<file path="config.mk">
export PLATFORM = sky130hd
export DESIGN_NAME = partial_read_frame_fifo
export DESIGN_NICKNAME = d
export VERILOG_FILES = /design/src/rtl/core/prff_pkg.sv /design/src/rtl/core/partial_read_frame_fifo.sv /design/src/rtl/core/prff_ctrl.sv /design/src/rtl/core/prff_dp.sv
export SDC_FILE = /design/constraint.sdc
export NUM_CORES = 2
export LEC_CHECK = 0
export ABC_CLOCK_PERIOD_IN_PS = 7900
export BUFFER_PORTS_ARGS = -buffer_cell sky130_fd_sc_hd__buf_2
export CAP_MARGIN = 20
export CORE_MARGIN = 5
export CORE_UTILIZATION = 55
export DETAILED_ROUTE_END_ITERATION = 8
export GPL_TIMING_DRIVEN = 0
export HOLD_SLACK_MARGIN = 0.12
export PLACE_DENSITY = 0.73
export SLEW_MARGIN = 20
export SYNTH_ARGS = -nofsm -noshare
export SYNTH_HDL_FRONTEND = slang
export SYNTH_SLANG_ARGS = --single-unit
</file>
<file path="constraint.sdc">
create_clock -name clk_i -period 7.9 [get_ports clk_i]
set_input_delay 0.79 -clock clk_i [delete_from_list [all_inputs] [get_ports clk_i]]
set_output_delay 0.79 -clock clk_i [all_outputs]
set_load 0.01 [all_outputs]
</file>
<file path="src/rtl/core/prff_pkg.sv">
// Shared types, constants and helpers for the partial-read frame FIFO.
// Used by prff_ctrl, prff_dp and partial_read_frame_fifo; no dependencies.
`default_nettype none
package prff_pkg;

  localparam int QUEUE_DEPTH = 64;
  localparam int ADDR_BITS   = 32;
  localparam int PTR_W       = $clog2(QUEUE_DEPTH);
  localparam int CNT_W       = $clog2(QUEUE_DEPTH + 1);
  localparam int LEN_W       = 16;
  localparam int MAX_W       = 24;
  localparam int OCC_W       = 25;
  localparam int MODE_W      = 2;
  localparam int PADDR_W     = 3;
  localparam int PDATA_W     = 32;

  localparam logic [MAX_W-1:0] MAX_BYTES_RESET = 24'd1048576;

  // register index, taken from paddr[2]
  localparam logic REG_MAX_BYTES = 1'b0;

  typedef enum logic [MODE_W-1:0] {
    MODE_ENQ   = 2'd0,
    MODE_DEQ   = 2'd1,
    MODE_FLUSH = 2'd2
  } mode_e;

  typedef enum logic {
    ST_IDLE = 1'b0,
    ST_EXEC = 1'b1
  } state_e;

  typedef logic [PTR_W-1:0] ptr_t;

  typedef struct packed {
    logic capture;   // latch the incoming word
    logic exec;      // apply it to the queue and load the result register
  } cmd_t;

  function automatic ptr_t ptr_next(input ptr_t p);
    ptr_t r;
    if (p == PTR_W'(QUEUE_DEPTH - 1)) begin
      r = '0;
    end else begin
      r = p + ptr_t'(1);
    end
    return r;
  endfunction

endpackage
`default_nettype wire

</file>
<file path="src/rtl/core/partial_read_frame_fifo.sv">
// Top level of the partial-read frame FIFO: APB register, sequencer and
// datapath. Depends on prff_pkg, prff_ctrl and prff_dp.
`default_nettype none
// Queue of up to QUEUE_DEPTH frame descriptors (buffer address, byte length)
// with a running byte count. Each input word carries a mode: enqueue stores
// a descriptor if pushing is enabled, the address and length are non-zero
// and a slot is free; dequeue hands out up to need_len bytes of the head
// frame, returning head address plus the current read offset, and pops the
// frame once its remainder is used up; flush empties the queue. Enqueues
// stop once the byte count reaches max_buffer_bytes (APB, byte address 0)
// and resume on a pop or flush. Every word yields exactly one result word.
// Each word is captured while the head descriptor is read from the
// registered-output descriptor memory, then updates the queue and loads
// the output register; the input stalls until that update is done. The
// next word is taken while a result still waits on a stalled output; a
// result that cannot be loaded holds the execute cycle until the output
// register frees up. push_enabled and occupancy_bytes follow the queue
// state as of the last word executed.
module partial_read_frame_fifo import prff_pkg::*; (
  input  wire                    clk_i,
  input  wire                    rst_ni,
  // APB configuration
  input  wire                    psel,
  input  wire                    penable,
  input  wire                    pwrite,
  input  wire  [PADDR_W-1:0]     paddr,
  input  wire  [PDATA_W-1:0]     pwdata,
  output logic [PDATA_W-1:0]     prdata,
  output logic                   pready,
  // input words
  input  wire                    in_valid_i,
  output logic                   in_stall_o,
  input  wire  [MODE_W-1:0]      mode_i,
  input  wire  [ADDR_BITS-1:0]   frame_addr_i,
  input  wire  [LEN_W-1:0]       frame_len_i,
  input  wire  [LEN_W-1:0]       need_len_i,
  // result words
  output logic                   out_valid_o,
  input  wire                    out_stall_i,
  output logic                   accepted_o,
  output logic                   got_data_o,
  output logic [ADDR_BITS-1:0]   data_addr_o,
  output logic [LEN_W-1:0]       granted_len_o,
  output logic                   frame_done_o,
  output logic                   push_enabled_o,
  output logic [OCC_W-1:0]       occupancy_bytes_o
);

  logic [MAX_W-1:0] max_q;
  logic             cfg_we;
  cmd_t             cmd;

  // Register write on the access phase; paddr[2] selects the register,
  // low bits are the byte lane and ignored.
  assign pready = 1'b1;
  assign cfg_we = psel && penable && pwrite && (paddr[2] == REG_MAX_BYTES);

  always_ff @(posedge clk_i or negedge rst_ni) begin
    if (!rst_ni) begin
      max_q <= MAX_BYTES_RESET;
    end else if (cfg_we) begin
      max_q <= pwdata[MAX_W-1:0];
    end
  end

  assign prdata = (paddr[2] == REG_MAX_BYTES) ? PDATA_W'(max_q) : '0;

  prff_ctrl u_ctrl (
    .clk_i       (clk_i),
    .rst_ni      (rst_ni),
    .in_valid_i  (in_valid_i),
    .in_stall_o  (in_stall_o),
    .out_valid_o (out_valid_o),
    .out_stall_i (out_stall_i),
    .cmd_o       (cmd)
  );

  prff_dp u_dp (
    .clk_i             (clk_i),
    .rst_ni            (rst_ni),
    .cmd_i             (cmd),
    .max_bytes_i       (max_q),
    .mode_i            (mode_i),
    .frame_addr_i      (frame_addr_i),
    .frame_len_i       (frame_len_i),
    .need_len_i        (need_len_i),
    .accepted_o        (accepted_o),
    .got_data_o        (got_data_o),
    .data_addr_o       (data_addr_o),
    .granted_len_o     (granted_len_o),
    .frame_done_o      (frame_done_o),
    .push_enabled_o    (push_enabled_o),
    .occupancy_bytes_o (occupancy_bytes_o)
  );

endmodule
`default_nettype wire

</file>
<file path="src/rtl/core/prff_ctrl.sv">
// Sequencer for the partial-read frame FIFO: input/output handshakes.
// Depends on prff_pkg; drives prff_dp through cmd_t.
`default_nettype none
module prff_ctrl import prff_pkg::*; (
  input  wire  clk_i,
  input  wire  rst_ni,
  input  wire  in_valid_i,
  output logic in_stall_o,
  output logic out_valid_o,
  input  wire  out_stall_i,
  output cmd_t cmd_o
);

  state_e state_q, state_d;
  logic   out_valid_q, out_valid_d;

  always_comb begin
    state_d = state_q;
    unique case (state_q)
      ST_IDLE: begin
        if (in_valid_i) state_d = ST_EXEC;
      end
      ST_EXEC: begin
        if (!out_valid_q || !out_stall_i) state_d = ST_IDLE;
      end
    endcase
  end

  always_comb begin
    cmd_o = '0;
    unique case (state_q)
      ST_IDLE: cmd_o.capture = in_valid_i;
      ST_EXEC: cmd_o.exec    = !out_valid_q || !out_stall_i;
    endcase
  end

  assign in_stall_o = (state_q != ST_IDLE);

  always_comb begin
    out_valid_d = out_valid_q;
    if (cmd_o.exec) begin
      out_valid_d = 1'b1;
    end else if (out_valid_q && !out_stall_i) begin
      out_valid_d = 1'b0;
    end
  end

  always_ff @(posedge clk_i or negedge rst_ni) begin
    if (!rst_ni) begin
      state_q     <= ST_IDLE;
      out_valid_q <= 1'b0;
    end else begin
      state_q     <= state_d;
      out_valid_q <= out_valid_d;
    end
  end

  assign out_valid_o = out_valid_q;

`ifndef SYNTHESIS
  a_capture_then_exec: assert property (@(posedge clk_i) disable iff (!rst_ni)
    cmd_o.capture |=> (state_q == ST_EXEC))
    else $error("capture did not enter execute state");

  a_no_overwrite: assert property (@(posedge clk_i) disable iff (!rst_ni)
    (out_valid_q && out_stall_i) |-> !cmd_o.exec)
    else $error("result overwritten while stalled");

  a_result_held: assert property (@(posedge clk_i) disable iff (!rst_ni)
    (out_valid_q && out_stall_i) |=> out_valid_q)
    else $error("stalled result dropped");
`endif

endmodule
`default_nettype wire

</file>
<file path="src/rtl/core/prff_dp.sv">
// Datapath of the partial-read frame FIFO: descriptor memory, pointers,
// byte count and result register. Depends on prff_pkg; driven by prff_ctrl.
`default_nettype none
module prff_dp import prff_pkg::*; (
  input  wire                    clk_i,
  input  wire                    rst_ni,
  input  cmd_t                   cmd_i,
  input  wire  [MAX_W-1:0]       max_bytes_i,
  input  wire  [MODE_W-1:0]      mode_i,
  input  wire  [ADDR_BITS-1:0]   frame_addr_i,
  input  wire  [LEN_W-1:0]       frame_len_i,
  input  wire  [LEN_W-1:0]       need_len_i,
  output logic                   accepted_o,
  output logic                   got_data_o,
  output logic [ADDR_BITS-1:0]   data_addr_o,
  output logic [LEN_W-1:0]       granted_len_o,
  output logic                   frame_done_o,
  output logic                   push_enabled_o,
  output logic [OCC_W-1:0]       occupancy_bytes_o
);

  // captured word
  logic [MODE_W-1:0]    mode_q;
  logic [ADDR_BITS-1:0] faddr_q;
  logic [LEN_W-1:0]     flen_q;
  logic [LEN_W-1:0]     need_q;

  // descriptor store
  logic [ADDR_BITS-1:0] addr_mem [QUEUE_DEPTH];
  logic [LEN_W-1:0]     len_mem  [QUEUE_DEPTH];
  logic [ADDR_BITS-1:0] rd_addr_q;
  logic [LEN_W-1:0]     rd_len_q;

  // queue state
  ptr_t             head_q, head_d, tail_q, tail_d;
  logic [CNT_W-1:0] count_q, count_d;
  logic [LEN_W-1:0] off_q, off_d;
  logic [OCC_W-1:0] occ_q, occ_d;
  logic             push_q, push_d;

  // results
  logic                 res_acc_q, res_acc_d;
  logic                 res_got_q, res_got_d;
  logic [ADDR_BITS-1:0] res_addr_q, res_addr_d;
  logic [LEN_W-1:0]     res_gnt_q, res_gnt_d;
  logic                 res_done_q, res_done_d;

  logic                 enq_ok, deq_ok, pop, mem_we;
  logic [OCC_W-1:0]     occ_add, occ_sub;
  logic [LEN_W-1:0]     left;
  logic [ADDR_BITS-1:0] daddr;

  always_ff @(posedge clk_i) begin
    if (cmd_i.capture) begin
      mode_q  <= mode_i;
      faddr_q <= frame_addr_i;
      flen_q  <= frame_len_i;
      need_q  <= need_len_i;
    end
  end

  // head entry read every cycle; head only moves on exec, so it has
  // settled by the time the following word is captured
  always_ff @(posedge clk_i) begin
    if (mem_we) begin
      addr_mem[tail_q] <= faddr_q;
      len_mem[tail_q]  <= flen_q;
    end
    rd_addr_q <= addr_mem[head_q];
    rd_len_q  <= len_mem[head_q];
  end

  assign enq_ok  = push_q && (faddr_q != '0) && (flen_q != '0)
                   && (count_q < CNT_W'(QUEUE_DEPTH));
  assign occ_add = occ_q + OCC_W'(flen_q);
  assign deq_ok  = (count_q != '0);
  assign left    = (rd_len_q > off_q) ? (rd_len_q - off_q) : '0;
  assign pop     = (need_q >= left);
  assign occ_sub = (occ_q >= OCC_W'(rd_len_q)) ? (occ_q - OCC_W'(rd_len_q)) : '0;
  assign daddr   = rd_addr_q + ADDR_BITS'(off_q);
  assign mem_we  = cmd_i.exec && (mode_q == MODE_ENQ) && enq_ok;

  always_comb begin
    head_d     = head_q;
    tail_d     = tail_q;
    count_d    = count_q;
    off_d      = off_q;
    occ_d      = occ_q;
    push_d     = push_q;
    res_acc_d  = 1'b0;
    res_got_d  = 1'b0;
    res_addr_d = '0;
    res_gnt_d  = '0;
    res_done_d = 1'b0;
    unique case (mode_q)
      MODE_ENQ: begin
        if (enq_ok) begin
          tail_d    = ptr_next(tail_q);
          count_d   = count_q + CNT_W'(1);
          occ_d     = occ_add;
          if (occ_add >= OCC_W'(max_bytes_i)) push_d = 1'b0;
          res_acc_d = 1'b1;
        end
      end
      MODE_DEQ: begin
        if (deq_ok) begin
          res_got_d  = 1'b1;
          res_addr_d = daddr;
          if (!pop) begin
            res_gnt_d = need_q;
            off_d     = off_q + need_q;
          end else begin
            res_gnt_d  = left;
            off_d      = '0;
            occ_d      = occ_sub;
            push_d     = 1'b1;
            head_d     = ptr_next(head_q);
            count_d    = count_q - CNT_W'(1);
            res_done_d = 1'b1;
          end
        end
      end
      MODE_FLUSH: begin
        head_d  = '0;
        tail_d  = '0;
        count_d = '0;
        off_d   = '0;
        occ_d   = '0;
        push_d  = 1'b1;
      end
      default: begin
        // unused code: state untouched, status only
      end
    endcase
  end

  always_ff @(posedge clk_i or negedge rst_ni) begin
    if (!rst_ni) begin
      head_q  <= '0;
      tail_q  <= '0;
      count_q <= '0;
      off_q   <= '0;
      occ_q   <= '0;
      push_q  <= 1'b1;
    end else if (cmd_i.exec) begin
      head_q  <= head_d;
      tail_q  <= tail_d;
      count_q <= count_d;
      off_q   <= off_d;
      occ_q   <= occ_d;
      push_q  <= push_d;
    end
  end

  always_ff @(posedge clk_i) begin
    if (cmd_i.exec) begin
      res_acc_q  <= res_acc_d;
      res_got_q  <= res_got_d;
      res_addr_q <= res_addr_d;
      res_gnt_q  <= res_gnt_d;
      res_done_q <= res_done_d;
    end
  end

  // status fields track live state, which only moves on exec
  assign accepted_o        = res_acc_q;
  assign got_data_o        = res_got_q;
  assign data_addr_o       = res_addr_q;
  assign granted_len_o     = res_gnt_q;
  assign frame_done_o      = res_done_q;
  assign push_enabled_o    = push_q;
  assign occupancy_bytes_o = occ_q;

`ifndef SYNTHESIS
  a_count_range: assert property (@(posedge clk_i) disable iff (!rst_ni)
    count_q <= CNT_W'(QUEUE_DEPTH))
    else $error("entry count beyond queue depth");

  a_ptr_match: assert property (@(posedge clk_i) disable iff (!rst_ni)
    (count_q == '0 || count_q == CNT_W'(QUEUE_DEPTH)) |-> (head_q == tail_q))
    else $error("pointers disagree with entry count");

  a_pop_reenables: assert property (@(posedge clk_i) disable iff (!rst_ni)
    (cmd_i.exec && res_done_d) |=> push_q)
    else $error("pop left pushing disabled");
`endif

endmodule
`default_nettype wire
</file>
Word-level counts from Yosys, hierarchy flattened --
Memories as Yosys holds them, arrays and structs flattened. A register that Yosys moved wholly into a read port is not among the register bits. Cells that the tools add are included.
Word-level totals: register bits 204, bits in writable memories 3072, output and inout bits 112, word-level logic and storage cells 109, memories kept 2, input bits 108
Operators by class: eq/ne operators 8, reductions and logical operators 26, bitwise operators 2, add/subtract/negate cells 9, order comparisons 5, muxes and demuxes 39
Memory list:
- u_dp.addr_mem | words 64, width 32, rd ports 1, clocked after memory_dff 1, wr ports 1, line prff_dp.sv:29 | logic [ADDR_BITS-1:0] addr_mem [QUEUE_DEPTH];
- u_dp.len_mem | words 64, width 16, rd ports 1, clocked after memory_dff 1, wr ports 1, line prff_dp.sv:30 | logic [LEN_W-1:0] len_mem [QUEUE_DEPTH];
Operators by type and width (count):
- $mux W25 | 4
- $pmux W25 S3 | 1
- $mux W16 | 4
- $add A32 B16 Y32 | 1
- $pmux W16 S2 | 1
- $reduce_bool A32 Y1 | 1
- $mux W6 | 5
- $add A25 B16 Y25 | 1
- $ge A25 B16 Y1 | 1
- $ge A25 B24 Y1 | 1
- $sub A25 B16 Y25 | 1
- $mux W24 | 1
- $pmux W6 S2 | 2
- $mux W7 | 3
- $pmux W7 S3 | 1
- $add A16 B16 Y16 | 1
- $ge A16 B16 Y1 | 1
- $gt A16 B16 Y1 | 1
- $reduce_bool A16 Y1 | 1
- $sub A16 B16 Y16 | 1
- $mux W1 | 15
- $add A6 B1 Y6 const B | 2
- $eq A6 B6 Y1 const B | 2
- $logic_and A1 B1 Y1 | 9
- 21 further kinds | 28

Depth between registers and ports, before layout --
depth after elaboration 7, mapped depth 22, gate-level depth less buffers 21

Modules after synthesis --
From an unflattened synthesis, not the netlist that was laid out.
Second synthesis, totals: cell total of the unflattened synthesis 6326, area total of the unflattened synthesis 131711.3 µm²
Modules (own cells, without submodules):
- prff_dp | cells an instance 6231, sequential area each 98250.5 µm², area each 130391.3 µm², times used 1
- partial_read_frame_fifo | cells an instance 88, sequential area each 601.8 µm², area each 1228.7 µm², times used 1
- prff_ctrl | cells an instance 7, sequential area each 50.0 µm², area each 91.3 µm², times used 1

Worst setup path after synthesis --
No wires, ideal clock.
kind flip-flop to flip-flop, from register u_dp.flen_q[1], to memory u_dp.addr_mem[61][0], enable pin, cell stages (with the launch flop) 9, setup time 454 ps, buffers on the path 0, setup slack 2881 ps, period minus slack after synthesis 5019 ps, arrival 4565 ps, required time 7446 ps, cells stage by stage edfxtp_1 nor4_1 nand4_1 o2111ai_1 or2_2 nor2_1 and2_1 nand3_1 nor2_1
Between the ends: longest elaborated chain between the ends 6
RTL lines:
- from (decl) | line prff_dp.sv:25 | logic [LEN_W-1:0] flen_q;
- from (signal assigned) | line prff_dp.sv:57 | flen_q <= frame_len_i;
- $reduce_bool A16 Y1 | line prff_dp.sv:73 | assign enq_ok = push_q && (faddr_q != '0) && (flen_q != '0)
- $logic_and A1 B1 Y1 | line prff_dp.sv:73
- $logic_and A1 B1 Y1 | line prff_dp.sv:74 | && (count_q < CNT_W'(QUEUE_DEPTH));
- $logic_and A1 B1 Y1 | line prff_dp.sv:81 | assign mem_we = cmd_i.exec && (mode_q == MODE_ENQ) && enq_ok;
- $mux W1 | line prff_dp.sv:65 | if (mem_we) begin
- $mux W1 (implied by the code) | line prff_dp.sv:66 | addr_mem[tail_q] <= faddr_q;
- to (decl) | line prff_dp.sv:29
No other way between the ends.

Worst setup path after layout --
from register u_dp.faddr_q[29], to memory u_dp.addr_mem[29][13], enable pin
Between the ends: longest elaborated chain between the ends 7
RTL lines:
- from (decl) | line prff_dp.sv:24 | logic [ADDR_BITS-1:0] faddr_q;
- from (signal assigned) | line prff_dp.sv:56 | faddr_q <= frame_addr_i;
- $reduce_bool A32 Y1 | line prff_dp.sv:73
- $logic_and A1 B1 Y1 (2 in series) | line prff_dp.sv:73
- $logic_and A1 B1 Y1 | line prff_dp.sv:74
- $logic_and A1 B1 Y1 | line prff_dp.sv:81
- $mux W1 | line prff_dp.sv:65
- $mux W1 (implied by the code) | line prff_dp.sv:66
No other way between the ends.

==> flow_metrics.tcl <==
set metrics [dict create \
    status "finished clean" \
    peakVddDrop_v 0.000273 \
    timing.final.ws_setup_ps 1490 \
    worst_slew_pin_slew_ps 1250 \
    ys_ff_latch 3324 \
    grt_pass1_wl_um 586000 \
    cp_cell_sequence "buf_8 > buf_8 > buf_16 > nor4_1 > nand4_1 > o2111ai_1 > or2_2 > nor3_1 > nand3_1 > nor2_4 > buf_16 > buf_16 > buf_16" \
    placed_cell_area_um2 144000 \
    finClkSkew_ps 77.7 \
    synthFlopType "edfxtp_1" \
    die_y_um 499 \
    worstSetupPathType "reg2reg" \
    start_util_pct 55.3 \
    numPortBuffers 199 \
    finalHoldViolations 0 \
    crit_path_end_kind "flip-flop" \
    grt_overflow_total 0 \
    row_count 179 \
    crit_fanout 17 \
    drc 0 \
    ys_async_sr_fraction_pct 2.62 \
    slew_headroom_pct 16.2 \
    groute.usage.overall_pct 34.1 \
    synth.largest_area_cell "edfxtp_1" \
    dieArea_um2 249000 \
    num_vias 75814 \
    drv_cap 0 \
    ys_seq_area_share_pct 75.2 \
    cts_tree "done" \
    synth_area_leaders "edfxtp_1, mux4_2, mux2i_1" \
    htreeDepth 5 \
    netSwitchingFraction_pct 33.5 \
    critPathArrivalTime_ps 7030 \
    multi_input_area_um2 31400 \
    cp-start-kind "flip-flop" \
    synth_edf_count 3189 \
    internal_power_mw 36.1 \
    hold-worst-slack_ps 325 \
    yosys_warnings 0 \
    power_frac_comb_pct 31.7 \
    final.period_utilization_pct 81.1 \
    dp_hpwl_um 289000 \
    path_buf_inv 6 \
    synth_cell_types 85 \
    netSwitchingPower_mw 18.2 \
    drive_above_1_share_pct 27.0 \
    timing.fmax_ghz 0.156 \
    via_per_inst 7.01 \
    synthesis.area_um2 132000 \
    crit_required_ps 8520 \
    nFillCells 14742 \
    cpPeakStageDelay_ps 1030 \
    leakagePower_nw 51.0 \
    finalMaxSlewViolations 0 \
    hold_path_class "in2async" \
    drtIter0Drc 12905 \
    grt_max_degree 64 \
    cp_slowest_cell "nor2_4" \
    ant_nets 0 \
    powerDensity_nw_per_um2 348 \
    ios 220 \
    first_global_vias 74284 \
    pre_cts_ws_ps 1950 \
    avgSynthCellArea_um2 20.6 \
    core_um2 238000 \
    final_area_um2 156000 \
    insertion_delay_ps 980 \
    cts-root-buf "clkbuf_16" \
    utilization_pct 65.6 \
    clkTransAtPathRegs_ps 60 \
    syn2layout_area_growth_pct 18.6 \
    period_needed_ps 6410 \
    die_w_um 499 \
    synth_cells 6378 \
    numCtsBuffers 345 \
    dr.pass1.iters 7 \
    cts_max_path_buffers 4 \
    finalSetupViolCount 0 \
    yosys.area.top_type_share_pct 72.8 \
    cp_common_cell "buf_16" \
    clkSinkCount 3324 \
    grt_setup_unrepaired "false" \
    clkPwrFrac_pct 29.6 \
    critPathTopFamily "simple AND/OR/NAND/NOR gates" \
    power_frac_seq_pct 38.7 \
    wl_per_cell_um 39.5 \
    wl_um 428000 \
    regArea_um2 98900 \
    antenna_found_initial 49 \
    routabilityCongestion 0.916 \
    final_nets 7608 \
]
[power by group through the flow]
stage,Combinational [mW],Sequential (mW),Clock [mW]
finish,17.2,21.0,16.1
global route,17.8,21.1,16.9
CTS,16.7,21.0,16.1
detailed placement,16.4,21.4,0
global placement,14.9,22.1,0
floorplan,9.49,21.5,0
[metrics by stage]
step	total power, mW	cells	TNS (ps)
after detailed placement	37.8	10088	0
after floorplan	31.0	6385	0
after global routing	55.8	10792	0
final	54.3	10822	0
after global placement	37.1	9751	-7607160
after CTS	53.8	10777	0
[cell type report]
type,count,share of cell area [%]
flip-flops and latches,3324,63.4
multi-input cells,2634,20.1
repair buffers,632,5.75
clock buffers,412,5.75
well taps,3167,2.54
clock inverters,184,1.24
plain buffers,328,0.961
inverters,99,0.238
diodes,42,0.0673
[cell usage in the layout, fill, tap and decap left out, types with 38 or more instances in the layout]
master | Yosys | routed
dlygate4sd3_1 | 0 | 93
nand2_1 | 167 | 167
buf_8 | 0 | 111
ha_1 | 130 | 130
edfxtp_1 | 3189 | 3189
mux4_2 | 778 | 778
a21oi_1 | 216 | 216
nor2_4 | 0 | 64
clkbuf_1 | 183 | 209
nor2_1 | 220 | 156
clkbuf_2 | 0 | 49
clkinv_2 | 0 | 49
buf_2 | 68 | 274
dfrtp_1 | 85 | 85
clkbuf_16 | 0 | 348
o22ai_1 | 42 | 42
bufinv_16 | 0 | 38
mux2i_1 | 298 | 298
buf_16 | 0 | 112
dfxtp_1 | 48 | 48
nand3_1 | 39 | 39
inv_1 | 97 | 96
o221ai_1 | 132 | 132
diode_2 | 0 | 42
o21ai_0 | 69 | 69
clkinv_1 | 2 | 66
buf_12 | 0 | 112
a31oi_1 | 40 | 40
xnor2_1 | 56 | 56
[kinds of logic after synthesis]
| group | share of synthesized area (%) |
|---|---|
| simple gates | 2.08 |
| xor+xnor | 0.539 |
| flops | 75.2 |
| mux | 15.8 |
| compound gates | 3.67 |
| other cells | 0.00571 |
| buf+inv | 1.37 |
| fa+ha+maj | 1.33 |
[worst paths after layout]
path                                             from                              end  slack (ps)  cells past startpoint
setup / recovery           u_dp.faddr_q[29]$_DFFE_PP_  u_dp.addr_mem[29][13]$_DFFE_PP_        1490                     13
hold / removal                                 rst_ni            max_q[21]$_DFFE_PN0P_         330                      2
setup reg to reg           u_dp.faddr_q[29]$_DFFE_PP_  u_dp.addr_mem[29][13]$_DFFE_PP_        1490                     13
hold reg to reg                  max_q[6]$_DFFE_PN0P_             max_q[6]$_DFFE_PN0P_         500                      1
max in group asynchronous                      rst_ni       u_dp.off_q[12]$_DFFE_PN0P_        6910                      3
min in group clk_i                             pwrite            max_q[19]$_DFFE_PN0P_         430                      3
[timing repair]
action	4_1_cts	5_1_grt
hold buffers	93	0
buffers inserted	0	0
endpoints found under the setup margin	0	0
resized for setup	0	0
endpoints found under the hold margin	178	0
[state kept, by name (all words and copies together) (netlist names), 16 cells and up]
name and flops:
max_q 24, u_dp.addr_mem 2048, u_dp.data_addr_o 32, u_dp.faddr_q 32, u_dp.flen_q 16, u_dp.granted_len_o 16
u_dp.len_mem 1024, u_dp.need_q 16, u_dp.occupancy_bytes_o 25, u_dp.off_q 16, u_dp.rd_addr_q 32, u_dp.rd_len_q 16
[cell usage after synthesis, types with 68 or more instances]
| library cell | n |
|---|---|
| buf_2 | 68 |
| inv_1 | 97 |
| a21oi_1 | 216 |
| dfrtp_1 | 85 |
| o21ai_0 | 69 |
| edfxtp_1 | 3189 |
| nand2_1 | 167 |
| mux4_2 | 778 |
| nor2_1 | 220 |
| mux2i_1 | 298 |
| clkbuf_1 | 183 |
| ha_1 | 130 |
| o221ai_1 | 132 |
[layer usage]
metal	share of wire (%)	up-vias	GRT usage, %	wire length [um]
li1	-	28665	-	-
met1	33	38659	42.3	139000
met2	45	6859	51.0	192000
met3	15	1611	13.2	63000
met4	7.7	20	20.9	32900
met5	0.033	-	0	143
Power figures use the tool's default switching activity.
